File: src/rtl/core/mrim_pkg.sv
`default_nettype none

package mrim_pkg;

	localparam int MAX_REGISTERS = 125;

	// input item kinds
	localparam logic [1:0] KIND_START   = 2'd0;
	localparam logic [1:0] KIND_BYTE    = 2'd1;
	localparam logic [1:0] KIND_TIMEOUT = 2'd2;

	// result item kinds
	localparam logic [1:0] OUT_TX     = 2'd0;
	localparam logic [1:0] OUT_DATA   = 2'd1;
	localparam logic [1:0] OUT_STATUS = 2'd2;

	// exchange status codes
	localparam logic [1:0] ST_OK      = 2'd0;
	localparam logic [1:0] ST_TIMEOUT = 2'd1;
	localparam logic [1:0] ST_INVALID = 2'd2;

	// queued commands from front to back
	localparam logic [1:0] CMD_REQ  = 2'd0;
	localparam logic [1:0] CMD_DATA = 2'd1;
	localparam logic [1:0] CMD_STAT = 2'd2;

	localparam logic [7:0]  FUNC_CODE = 8'h04;
	localparam logic [7:0]  QTY_HIGH  = 8'h00;
	localparam logic [15:0] CRC_INIT  = 16'hFFFF;
	localparam logic [15:0] CRC_POLY  = 16'hA001;

	// response layout: id, function, byte count, data, two CRC bytes
	localparam logic [8:0] RSP_IDX_ID    = 9'd0;
	localparam logic [8:0] RSP_IDX_FUNC  = 9'd1;
	localparam logic [8:0] RSP_IDX_COUNT = 9'd2;
	localparam logic [8:0] RSP_HDR_BYTES = 9'd3;
	localparam logic [8:0] RSP_CRC_BYTES = 9'd2;

	localparam int QUEUE_DEPTH = 2;
	localparam int QUEUE_PTR_W = $clog2(QUEUE_DEPTH);
	localparam int QUEUE_CNT_W = $clog2(QUEUE_DEPTH + 1);

	typedef struct packed {
		logic [1:0]  op;
		logic [7:0]  dev_id;
		logic [15:0] addr;
		logic [6:0]  count;
		logic [7:0]  data;
		logic [1:0]  status;
	} cmd_t;

	function automatic logic [15:0] crc_byte(input logic [15:0] crc_in, input logic [7:0] b);
		logic [15:0] c;
		c = crc_in ^ {8'h00, b};
		for (int i = 0; i < 8; i++) begin
			c = c[0] ? ((c >> 1) ^ CRC_POLY) : (c >> 1);
		end
		return c;
	endfunction

endpackage

`default_nettype wire

File: src/rtl/core/mrim_in_if.sv
`default_nettype none

interface mrim_in_if;
	logic        valid;
	logic        ready;
	logic [1:0]  kind;
	logic [15:0] reg_addr;
	logic [6:0]  reg_count;
	logic [7:0]  rx_byte;

	modport source (output valid, kind, reg_addr, reg_count, rx_byte, input ready);
	modport sink (input valid, kind, reg_addr, reg_count, rx_byte, output ready);
endinterface

`default_nettype wire

File: src/rtl/core/mrim_out_if.sv
`default_nettype none

interface mrim_out_if;
	logic       valid;
	logic       ready;
	logic [1:0] out_kind;
	logic [7:0] byte_value;
	logic [1:0] status;
	logic       last;

	modport source (output valid, out_kind, byte_value, status, last, input ready);
	modport sink (input valid, out_kind, byte_value, status, last, output ready);
endinterface

`default_nettype wire

File: src/rtl/core/mrim_front.sv
`default_nettype none

module mrim_front (
	input  logic          clk,
	input  logic          arst_n,
	input  logic          cfg_we,
	input  logic [7:0]    cfg_wdata,
	mrim_in_if.sink       in_ch,
	output logic          push_valid,
	input  logic          push_ready,
	output mrim_pkg::cmd_t push_cmd
);
	import mrim_pkg::*;

	logic [7:0] device_id_q;
	logic       awaiting_q;
	logic [6:0] expected_q;
	logic [8:0] rcvd_q;
	logic       bad_q;

	logic       awaiting_d;
	logic [6:0] expected_d;
	logic [8:0] rcvd_d;
	logic       bad_d;

	logic       accept;
	logic [6:0] n_sat;
	logic [8:0] nbytes;
	logic [8:0] data_end;
	logic [8:0] frame_end;

	assign in_ch.ready = push_ready;
	assign accept      = in_ch.valid & push_ready;
	assign n_sat       = (in_ch.reg_count > 7'(MAX_REGISTERS)) ? 7'(MAX_REGISTERS)
	                                                           : in_ch.reg_count;
	assign nbytes      = {1'b0, expected_q, 1'b0};
	assign data_end    = RSP_HDR_BYTES + nbytes;
	assign frame_end   = data_end + RSP_CRC_BYTES - 9'd1;

	always_comb begin
		push_valid = 1'b0;
		push_cmd   = '0;
		awaiting_d = awaiting_q;
		expected_d = expected_q;
		rcvd_d     = rcvd_q;
		bad_d      = bad_q;
		if (accept) begin
			case (in_ch.kind)
				KIND_START: begin
					push_valid      = 1'b1;
					push_cmd.op     = CMD_REQ;
					push_cmd.dev_id = device_id_q;
					push_cmd.addr   = in_ch.reg_addr;
					push_cmd.count  = n_sat;
					awaiting_d      = 1'b1;
					expected_d      = n_sat;
					rcvd_d          = '0;
					bad_d           = 1'b0;
				end
				KIND_BYTE: begin
					if (awaiting_q) begin
						if (rcvd_q == RSP_IDX_ID) begin
							if (in_ch.rx_byte != device_id_q) bad_d = 1'b1;
						end else if (rcvd_q == RSP_IDX_FUNC) begin
							if (in_ch.rx_byte != FUNC_CODE) bad_d = 1'b1;
						end else if (rcvd_q == RSP_IDX_COUNT) begin
							if ({1'b0, in_ch.rx_byte} != nbytes) bad_d = 1'b1;
						end else if (rcvd_q < data_end && !bad_q) begin
							push_valid    = 1'b1;
							push_cmd.op   = CMD_DATA;
							push_cmd.data = in_ch.rx_byte;
						end
						rcvd_d = rcvd_q + 9'd1;
						// last CRC byte closes the frame
						if (rcvd_q >= frame_end) begin
							push_valid      = 1'b1;
							push_cmd.op     = CMD_STAT;
							push_cmd.status = bad_q ? ST_INVALID : ST_OK;
							awaiting_d      = 1'b0;
							rcvd_d          = '0;
							bad_d           = 1'b0;
						end
					end
				end
				KIND_TIMEOUT: begin
					if (awaiting_q) begin
						push_valid      = 1'b1;
						push_cmd.op     = CMD_STAT;
						push_cmd.status = (rcvd_q == '0) ? ST_TIMEOUT : ST_INVALID;
						awaiting_d      = 1'b0;
						rcvd_d          = '0;
						bad_d           = 1'b0;
					end
				end
				default: begin
				end
			endcase
		end
	end

	always_ff @(posedge clk or negedge arst_n) begin
		if (!arst_n) begin
			device_id_q <= 8'd1;
			awaiting_q  <= 1'b0;
			expected_q  <= '0;
			rcvd_q      <= '0;
			bad_q       <= 1'b0;
		end else begin
			if (cfg_we) device_id_q <= cfg_wdata;
			awaiting_q <= awaiting_d;
			expected_q <= expected_d;
			rcvd_q     <= rcvd_d;
			bad_q      <= bad_d;
		end
	end

endmodule

`default_nettype wire

File: src/rtl/core/mrim_queue.sv
`default_nettype none

module mrim_queue (
	input  logic           clk,
	input  logic           arst_n,
	input  logic           push_valid,
	output logic           push_ready,
	input  mrim_pkg::cmd_t push_cmd,
	output logic           pop_valid,
	input  logic           pop_ready,
	output mrim_pkg::cmd_t pop_cmd
);
	import mrim_pkg::*;

	cmd_t                   mem_q [QUEUE_DEPTH];
	logic [QUEUE_PTR_W-1:0] wr_ptr_q;
	logic [QUEUE_PTR_W-1:0] rd_ptr_q;
	logic [QUEUE_CNT_W-1:0] count_q;
	logic                   do_push;
	logic                   do_pop;

	assign push_ready = (count_q != QUEUE_CNT_W'(QUEUE_DEPTH));
	assign pop_valid  = (count_q != '0);
	assign pop_cmd    = mem_q[rd_ptr_q];
	assign do_push    = push_valid & push_ready;
	assign do_pop     = pop_valid & pop_ready;

	function automatic logic [QUEUE_PTR_W-1:0] ptr_next(input logic [QUEUE_PTR_W-1:0] p);
		return (p == QUEUE_PTR_W'(QUEUE_DEPTH - 1)) ? '0 : p + 1'b1;
	endfunction

	always_ff @(posedge clk) begin
		if (do_push) mem_q[wr_ptr_q] <= push_cmd;
	end

	always_ff @(posedge clk or negedge arst_n) begin
		if (!arst_n) begin
			wr_ptr_q <= '0;
			rd_ptr_q <= '0;
			count_q  <= '0;
		end else begin
			if (do_push) wr_ptr_q <= ptr_next(wr_ptr_q);
			if (do_pop) rd_ptr_q <= ptr_next(rd_ptr_q);
			case ({do_push, do_pop})
				2'b10:   count_q <= count_q + 1'b1;
				2'b01:   count_q <= count_q - 1'b1;
				default: count_q <= count_q;
			endcase
		end
	end

endmodule

`default_nettype wire

File: src/rtl/core/mrim_back.sv
`default_nettype none

module mrim_back (
	input  logic           clk,
	input  logic           arst_n,
	input  logic           pop_valid,
	output logic           pop_ready,
	input  mrim_pkg::cmd_t pop_cmd,
	mrim_out_if.source     out_ch
);
	import mrim_pkg::*;

	logic        out_valid_q;
	logic [1:0]  out_kind_q;
	logic [7:0]  byte_value_q;
	logic [1:0]  status_q;
	logic        last_q;

	logic        busy_q;
	logic [2:0]  step_q;
	logic [15:0] crc_q;
	logic [15:0] addr_q;
	logic [6:0]  count_q;

	logic        load_en;
	logic [7:0]  req_byte;

	assign out_ch.valid      = out_valid_q;
	assign out_ch.out_kind   = out_kind_q;
	assign out_ch.byte_value = byte_value_q;
	assign out_ch.status     = status_q;
	assign out_ch.last       = last_q;

	assign load_en   = !out_valid_q | out_ch.ready;
	assign pop_ready = load_en & !busy_q;

	// request bytes after the device id; CRC bytes go low then high
	always_comb begin
		case (step_q)
			3'd1:    req_byte = FUNC_CODE;
			3'd2:    req_byte = addr_q[15:8];
			3'd3:    req_byte = addr_q[7:0];
			3'd4:    req_byte = QTY_HIGH;
			3'd5:    req_byte = {1'b0, count_q};
			3'd6:    req_byte = crc_q[7:0];
			3'd7:    req_byte = crc_q[15:8];
			default: req_byte = QTY_HIGH;
		endcase
	end

	always_ff @(posedge clk or negedge arst_n) begin
		if (!arst_n) begin
			out_valid_q  <= 1'b0;
			out_kind_q   <= OUT_TX;
			byte_value_q <= '0;
			status_q     <= ST_OK;
			last_q       <= 1'b0;
			busy_q       <= 1'b0;
			step_q       <= '0;
			crc_q        <= CRC_INIT;
			addr_q       <= '0;
			count_q      <= '0;
		end else if (load_en) begin
			if (busy_q) begin
				out_valid_q  <= 1'b1;
				out_kind_q   <= OUT_TX;
				byte_value_q <= req_byte;
				status_q     <= ST_OK;
				last_q       <= (step_q == 3'd7);
				if (step_q < 3'd6) crc_q <= crc_byte(crc_q, req_byte);
				step_q <= step_q + 3'd1;
				if (step_q == 3'd7) busy_q <= 1'b0;
			end else if (pop_valid) begin
				out_valid_q <= 1'b1;
				status_q    <= ST_OK;
				last_q      <= 1'b0;
				case (pop_cmd.op)
					CMD_REQ: begin
						out_kind_q   <= OUT_TX;
						byte_value_q <= pop_cmd.dev_id;
						crc_q        <= crc_byte(CRC_INIT, pop_cmd.dev_id);
						addr_q       <= pop_cmd.addr;
						count_q      <= pop_cmd.count;
						step_q       <= 3'd1;
						busy_q       <= 1'b1;
					end
					CMD_DATA: begin
						out_kind_q   <= OUT_DATA;
						byte_value_q <= pop_cmd.data;
					end
					default: begin
						out_kind_q   <= OUT_STATUS;
						byte_value_q <= '0;
						status_q     <= pop_cmd.status;
						last_q       <= 1'b1;
					end
				endcase
			end else begin
				out_valid_q <= 1'b0;
			end
		end
	end

endmodule

`default_nettype wire

File: src/rtl/core/modbus_rtu_input_register_master.sv
// channel   side   handshake        beat
// in_ch     sink   valid / ready    kind, reg_addr, reg_count, rx_byte
// out_ch    source valid / ready    out_kind, byte_value, status, last
// cfg       write  cfg_we           cfg_wdata -> device_id
//
// Received bytes and timeouts flow at one beat per cycle while the queue has room.
// A start item leaves as eight request beats, one byte step per cycle in the back
// sequencer while out_ch.ready holds; a two-entry command queue sits between.
// First result is registered in the command queue, then in the back output register.
// in_ch.ready drops while the queue is full; out_ch.ready low backs up into it.
// Reset leaves the master idle with device_id 1; no clearing pass.
`default_nettype none

module modbus_rtu_input_register_master (
	input  logic       clk,
	input  logic       arst_n,
	input  logic       cfg_we,
	input  logic [7:0] cfg_wdata,
	mrim_in_if.sink    in_ch,
	mrim_out_if.source out_ch
);
	import mrim_pkg::*;

	logic push_valid;
	logic push_ready;
	cmd_t push_cmd;
	logic pop_valid;
	logic pop_ready;
	cmd_t pop_cmd;

	mrim_front u_front (
		.clk        (clk),
		.arst_n     (arst_n),
		.cfg_we     (cfg_we),
		.cfg_wdata  (cfg_wdata),
		.in_ch      (in_ch),
		.push_valid (push_valid),
		.push_ready (push_ready),
		.push_cmd   (push_cmd)
	);

	mrim_queue u_queue (
		.clk        (clk),
		.arst_n     (arst_n),
		.push_valid (push_valid),
		.push_ready (push_ready),
		.push_cmd   (push_cmd),
		.pop_valid  (pop_valid),
		.pop_ready  (pop_ready),
		.pop_cmd    (pop_cmd)
	);

	mrim_back u_back (
		.clk       (clk),
		.arst_n    (arst_n),
		.pop_valid (pop_valid),
		.pop_ready (pop_ready),
		.pop_cmd   (pop_cmd),
		.out_ch    (out_ch)
	);

endmodule

`default_nettype wire

File: src/flat_wrapper.sv
// flat-port wrapper written by rule: the top's interface ports become plain ports
module modbus_rtu_input_register_master_flat import mrim_pkg::*;
  (clk, arst_n, cfg_we, cfg_wdata, in_ch_valid, in_ch_kind, in_ch_reg_addr, in_ch_reg_count, in_ch_rx_byte, in_ch_ready, out_ch_valid, out_ch_out_kind, out_ch_byte_value, out_ch_status, out_ch_last, out_ch_ready);
  mrim_in_if in_ch_i ();
  mrim_out_if out_ch_i ();
  input  logic clk;
  input  logic arst_n;
  input  logic cfg_we;
  input  logic [7:0] cfg_wdata;
  input wire logic [$bits(in_ch_i.valid)-1:0] in_ch_valid;
  input wire logic [$bits(in_ch_i.kind)-1:0] in_ch_kind;
  input wire logic [$bits(in_ch_i.reg_addr)-1:0] in_ch_reg_addr;
  input wire logic [$bits(in_ch_i.reg_count)-1:0] in_ch_reg_count;
  input wire logic [$bits(in_ch_i.rx_byte)-1:0] in_ch_rx_byte;
  output wire logic [$bits(in_ch_i.ready)-1:0] in_ch_ready;
  output wire logic [$bits(out_ch_i.valid)-1:0] out_ch_valid;
  output wire logic [$bits(out_ch_i.out_kind)-1:0] out_ch_out_kind;
  output wire logic [$bits(out_ch_i.byte_value)-1:0] out_ch_byte_value;
  output wire logic [$bits(out_ch_i.status)-1:0] out_ch_status;
  output wire logic [$bits(out_ch_i.last)-1:0] out_ch_last;
  input wire logic [$bits(out_ch_i.ready)-1:0] out_ch_ready;
  assign in_ch_i.valid = in_ch_valid;
  assign in_ch_i.kind = in_ch_kind;
  assign in_ch_i.reg_addr = in_ch_reg_addr;
  assign in_ch_i.reg_count = in_ch_reg_count;
  assign in_ch_i.rx_byte = in_ch_rx_byte;
  assign in_ch_ready = in_ch_i.ready;
  assign out_ch_valid = out_ch_i.valid;
  assign out_ch_out_kind = out_ch_i.out_kind;
  assign out_ch_byte_value = out_ch_i.byte_value;
  assign out_ch_status = out_ch_i.status;
  assign out_ch_last = out_ch_i.last;
  assign out_ch_i.ready = out_ch_ready;
  modbus_rtu_input_register_master u_core (.clk(clk), .arst_n(arst_n), .cfg_we(cfg_we), .cfg_wdata(cfg_wdata), .in_ch(in_ch_i), .out_ch(out_ch_i));
endmodule
File: config.mk
export PLATFORM = sky130hd
export DESIGN_NAME = modbus_rtu_input_register_master_flat
export DESIGN_NICKNAME = d
export VERILOG_FILES = /design/src/rtl/core/mrim_pkg.sv /design/src/rtl/core/mrim_in_if.sv /design/src/rtl/core/mrim_out_if.sv /design/src/rtl/core/mrim_front.sv /design/src/rtl/core/mrim_queue.sv /design/src/rtl/core/mrim_back.sv /design/src/rtl/core/modbus_rtu_input_register_master.sv /design/src/flat_wrapper.sv
export SDC_FILE = /design/constraint.sdc
export NUM_CORES = 1
export LEC_CHECK = 0
export ABC_CLOCK_PERIOD_IN_PS = 4960
export BUFFER_PORTS_ARGS = -buffer_cell sky130_fd_sc_hd__buf_2
export CAP_MARGIN = 20
export CORE_MARGIN = 3
export CORE_UTILIZATION = 55
export CTS_CLUSTER_DIAMETER = 150
export CTS_CLUSTER_SIZE = 16
export DETAILED_ROUTE_END_ITERATION = 6
export GPL_TIMING_DRIVEN = 0
export PLACE_DENSITY_LB_ADDON = 0.15
export SYNTH_ARGS = -nofsm -noshare
export SYNTH_HDL_FRONTEND = slang
export SYNTH_SLANG_ARGS = --single-unit
File: constraint.sdc
create_clock -name clk -period 4.96 [get_ports clk]
set_input_delay 0.992 -clock clk [delete_from_list [all_inputs] [get_ports clk]]
set_output_delay 0.992 -clock clk [all_outputs]
set_load 0.02 [all_outputs]
==> reports/metrics.cfg <==
[grt]
grt.overflow.total=0
grt_pass1_vias=6398
antenna_found_initial=0
grt_usage_pct=24.8
grt_max_degree=67
grt_pass1_wl_um=34700

[timing]
finalSetupViolations=0
grt_setup_unrepaired=no
timing.fmax_ghz=0.214
slew_headroom_pct=43.9
finalCritPeriodShare_pct=94.1
worst_slew_pin_slew_ps=841
period_needed_ps=4670
finalHoldViolations=0
skew_ps=9.27
slew_viol_final=0

[worst_setup_path]
worstPathMaxFanout=23
crit_end=u_core.u_queue.mem_q[1][30]
crit_arrival_ps=4800
crit_path_start_kind=flop
end_kind=flop
worst-setup-path-type=reg -> reg
critPathRequiredTime_ps=5090
rrSetupSlack_ps=290
r2r_cells=14
crit_start=u_core.u_front.expected_q[0]
r2r-end=u_core.u_queue.mem_q[1][30]
rr_startpoint=u_core.u_front.expected_q[0]

[clock_network]
clk_latency_ps=430
clkTransAtPathRegs_ps=70
cts_htree_levels=4
cts_buffers=17
cts_tree=yes
clock_path_buffers=2
clock-root-buffer=clkbuf_16
cts_hold_buffers=0
cts_sinks=173

[synth]
synth_compound_area_share_pct=13.0
syn_inst=808
synth_xor_area_share_pct=6.70
synth-async-reset-ratio_pct=50.3
synth-edff-count=86
yosysTopAreaCell=edfxtp_1
syn-num-nets=886
synth_top_family_by_area=simple AND/OR/NAND/NOR gates
synthMuxAreaShare_pct=6.03
synthAdderAreaFrac_pct=4.60
ys_ff_latch=173
yosys-top-cells-area=edfxtp_1 (29%), dfrtp_1 (20%), dfstp_2 (5.0%)
ys_types=55
ys.flop_type=edfxtp_1
ys_warn_count=0
yosys.area_share.simple_pct=13.4
avgSynthCellArea_um2=11.0
synth_top_area_share_pct=28.9
syn-cell-area_mm2=0.00893
synth.yosys.seq_area_share_pct=53.6

[cells_and_area]
area_delta_synth_final_pct=14.2
drive_above_1_share_pct=14.7
seqCellArea_mm2=0.00478
fin_cells=1115
final_cell_area_mm2=0.0102
final_cell_mix=edfxtp_1 (86), nand2_1 (77), dfrtp_1 (70), o21ai_0 (61), buf_2 (58)
final_common_cell=edfxtp_1
nNetsFinal=969
fill_cells=1232
diodes=0
multi_input_area_mm2=0.00392

[place]
portBuffers=59
hpwl_um=15800
dp_cells=1081
gp_congestion=0.927
placed_area_mm2=0.00958

[pwr]
combPwrFrac_pct=42.5
swShare_pct=39.6
power_frac_clock_pct=21.8
leakagePower_uw=0.00431
p_per_area_mw_per_mm2=601
ir_drop_mv=0.325
p_int_uw=3700
p_sw_uw=2430
seqPwrFrac_pct=35.7

[run]
max_cap_violations=0

[die]
fp.dieH_um=133
rows=45
dieWidth_um=133
io_pins=61
start_util_pct=57.4
core_area_mm2=0.0155
design.die.area_mm2=0.0178

[detailed_routing]
highest_layer=met4
vias_per_cell=5.89
wire_per_inst_um=19.3
met3_length_um=939
dr_total_vias=6570
first_pass_iters=4
drtIter0Drc=478
drc=0
wl_met2_um=10200
wl_um=21500
met1_length_um=9940
postRouteAntennaNets=0

[hold_path]
holdCritPathClass=in -> async

[outcome]
outcome=finished clean

-- repair_timing --
| item | CTS | global route |
|---|---|---|
| hold endpoints to repair | 0 | 0 |
| resized for setup | 0 | 1 |
| buffers inserted | 0 | 1 |
| endpoints found under the setup margin | 0 | 23 |
-- metal layers --
metal,global-route usage [%],up-vias
li1,-,3094
met1,35.4,3262
met2,39.0,185
met3,4.00,29
met4,8.40,0
met5,0,-
-- cell type report --
class / instances / share of cell area, %
multi-input cells: 572 / 38.4
plain buffers: 45 / 1.73
clock buffers: 17 / 4.17
well taps: 211 / 2.59
flip-flops and latches: 173 / 46.9
inverters: 19 / 0.700
repair buffers: 63 / 3.81
clock inverters: 15 / 1.65
-- synth_stat cells (all sizes together), types with 2 or more instances --
cell      n
o31ai     8
or4       3
dfrtp    70
inv      19
edfxtp   86
clkbuf   40
a21o     11
a21oi    40
nor2     40
a221oi    3
ha       32
o22ai     2
a222oi    3
dfstp    17
nand3    11
nor3     10
nand2    77
mux2     14
nand4     4
xor2     37
xnor2    26
a31oi     8
and2     14
or3       3
nor4      7
a22o      8
buf       5
nor2b    22
a221o     3
o211ai    2
a211oi   16
nand2b   10
o21ai    61
a2111oi   2
mux2i    38
o21a      6
nor4b     3
and3     33
-- worst min path at each step --
stage / from / endpoint / slack (ps) / cells after the start
final: arst_n / u_core.u_back.out_ch.status[0] / 450 / 1
after global routing: arst_n / u_core.u_front.device_id_q[1] / 470 / 1
after CTS: arst_n / u_core.u_front.device_id_q[1] / 450 / 1
after detailed placement: u_core.u_back.out_ch.last / u_core.u_back.out_ch.last / 470 / 2
after global placement: u_core.u_back.out_ch.byte_value[6] / u_core.u_back.out_ch.byte_value[6] / 460 / 2
after floorplan: u_core.u_back.count_q[2] / u_core.u_back.count_q[2] / 440 / 2
-- flip-flops by register name, summed over array words and instances (netlist names), 2 cells and up --
| register | cells |
|---|---|
| u_core.u_back.crc_q | 16 |
| u_core.u_back.out_ch.out_kind | 2 |
| u_core.u_queue.count_q | 2 |
| u_core.u_back.step_q | 3 |
| u_core.u_queue.mem_q | 86 |
| u_core.u_back.out_ch.byte_value | 8 |
| u_core.u_back.out_ch.status | 2 |
| u_core.u_front.expected_q | 7 |
| u_core.u_front.device_id_q | 8 |
| u_core.u_front.rcvd_q | 9 |
| u_core.u_back.addr_q | 16 |
| u_core.u_back.count_q | 7 |
-- power groups by stage --
stage	clock network [uW]	logic, uW	registers (uW)
2_1_floorplan	0	1910	2140
3_3_place_gp	0	2480	2180
3_5_place_dp	0	2570	2200
4_1_cts	1350	2580	2180
5_1_grt	1410	2880	2220
6_report	1330	2610	2190
-- cells by family (layout without fill, tap and decap cells) --
group	after synthesis	in the layout
adder cells (fa/ha/maj)	33	33
AND/OR/NAND/NOR	238	239
flip-flops	173	173
multiplexers	52	52
AO/OA/AOI/OAI	183	183
XOR/XNOR	65	65
buffers and inverters	64	159
-- critical path, stage by stage (launching register included) --
cell and delay, ps:
dfrtp_1 390, clkbuf_1 350, inv_1 150, ha_1 380, or4_1 600, o31a_1 270
ha_1 290, o21a_1 110, nor2_1 40, a21oi_1 330, a21oi_1 140, nand2b_1 170
a31oi_1 460, and2_4 460, buf_16 220
-- metrics by stage --
stage                     hold WS [ps]  total power, uW  worst slack (ps)  util, %  setup TNS, ps
after floorplan                    441             4050               331        -              0
after global placement             460             4670              -641     61.1         -46640
after detailed placement           467             4770               237     61.7              0
after CTS                          452             6110               210     65.5              0
after global routing               469             6510              81.3     65.6              0
final                              454             6130               293     65.6              0
Power figures use the tool's default switching activity.
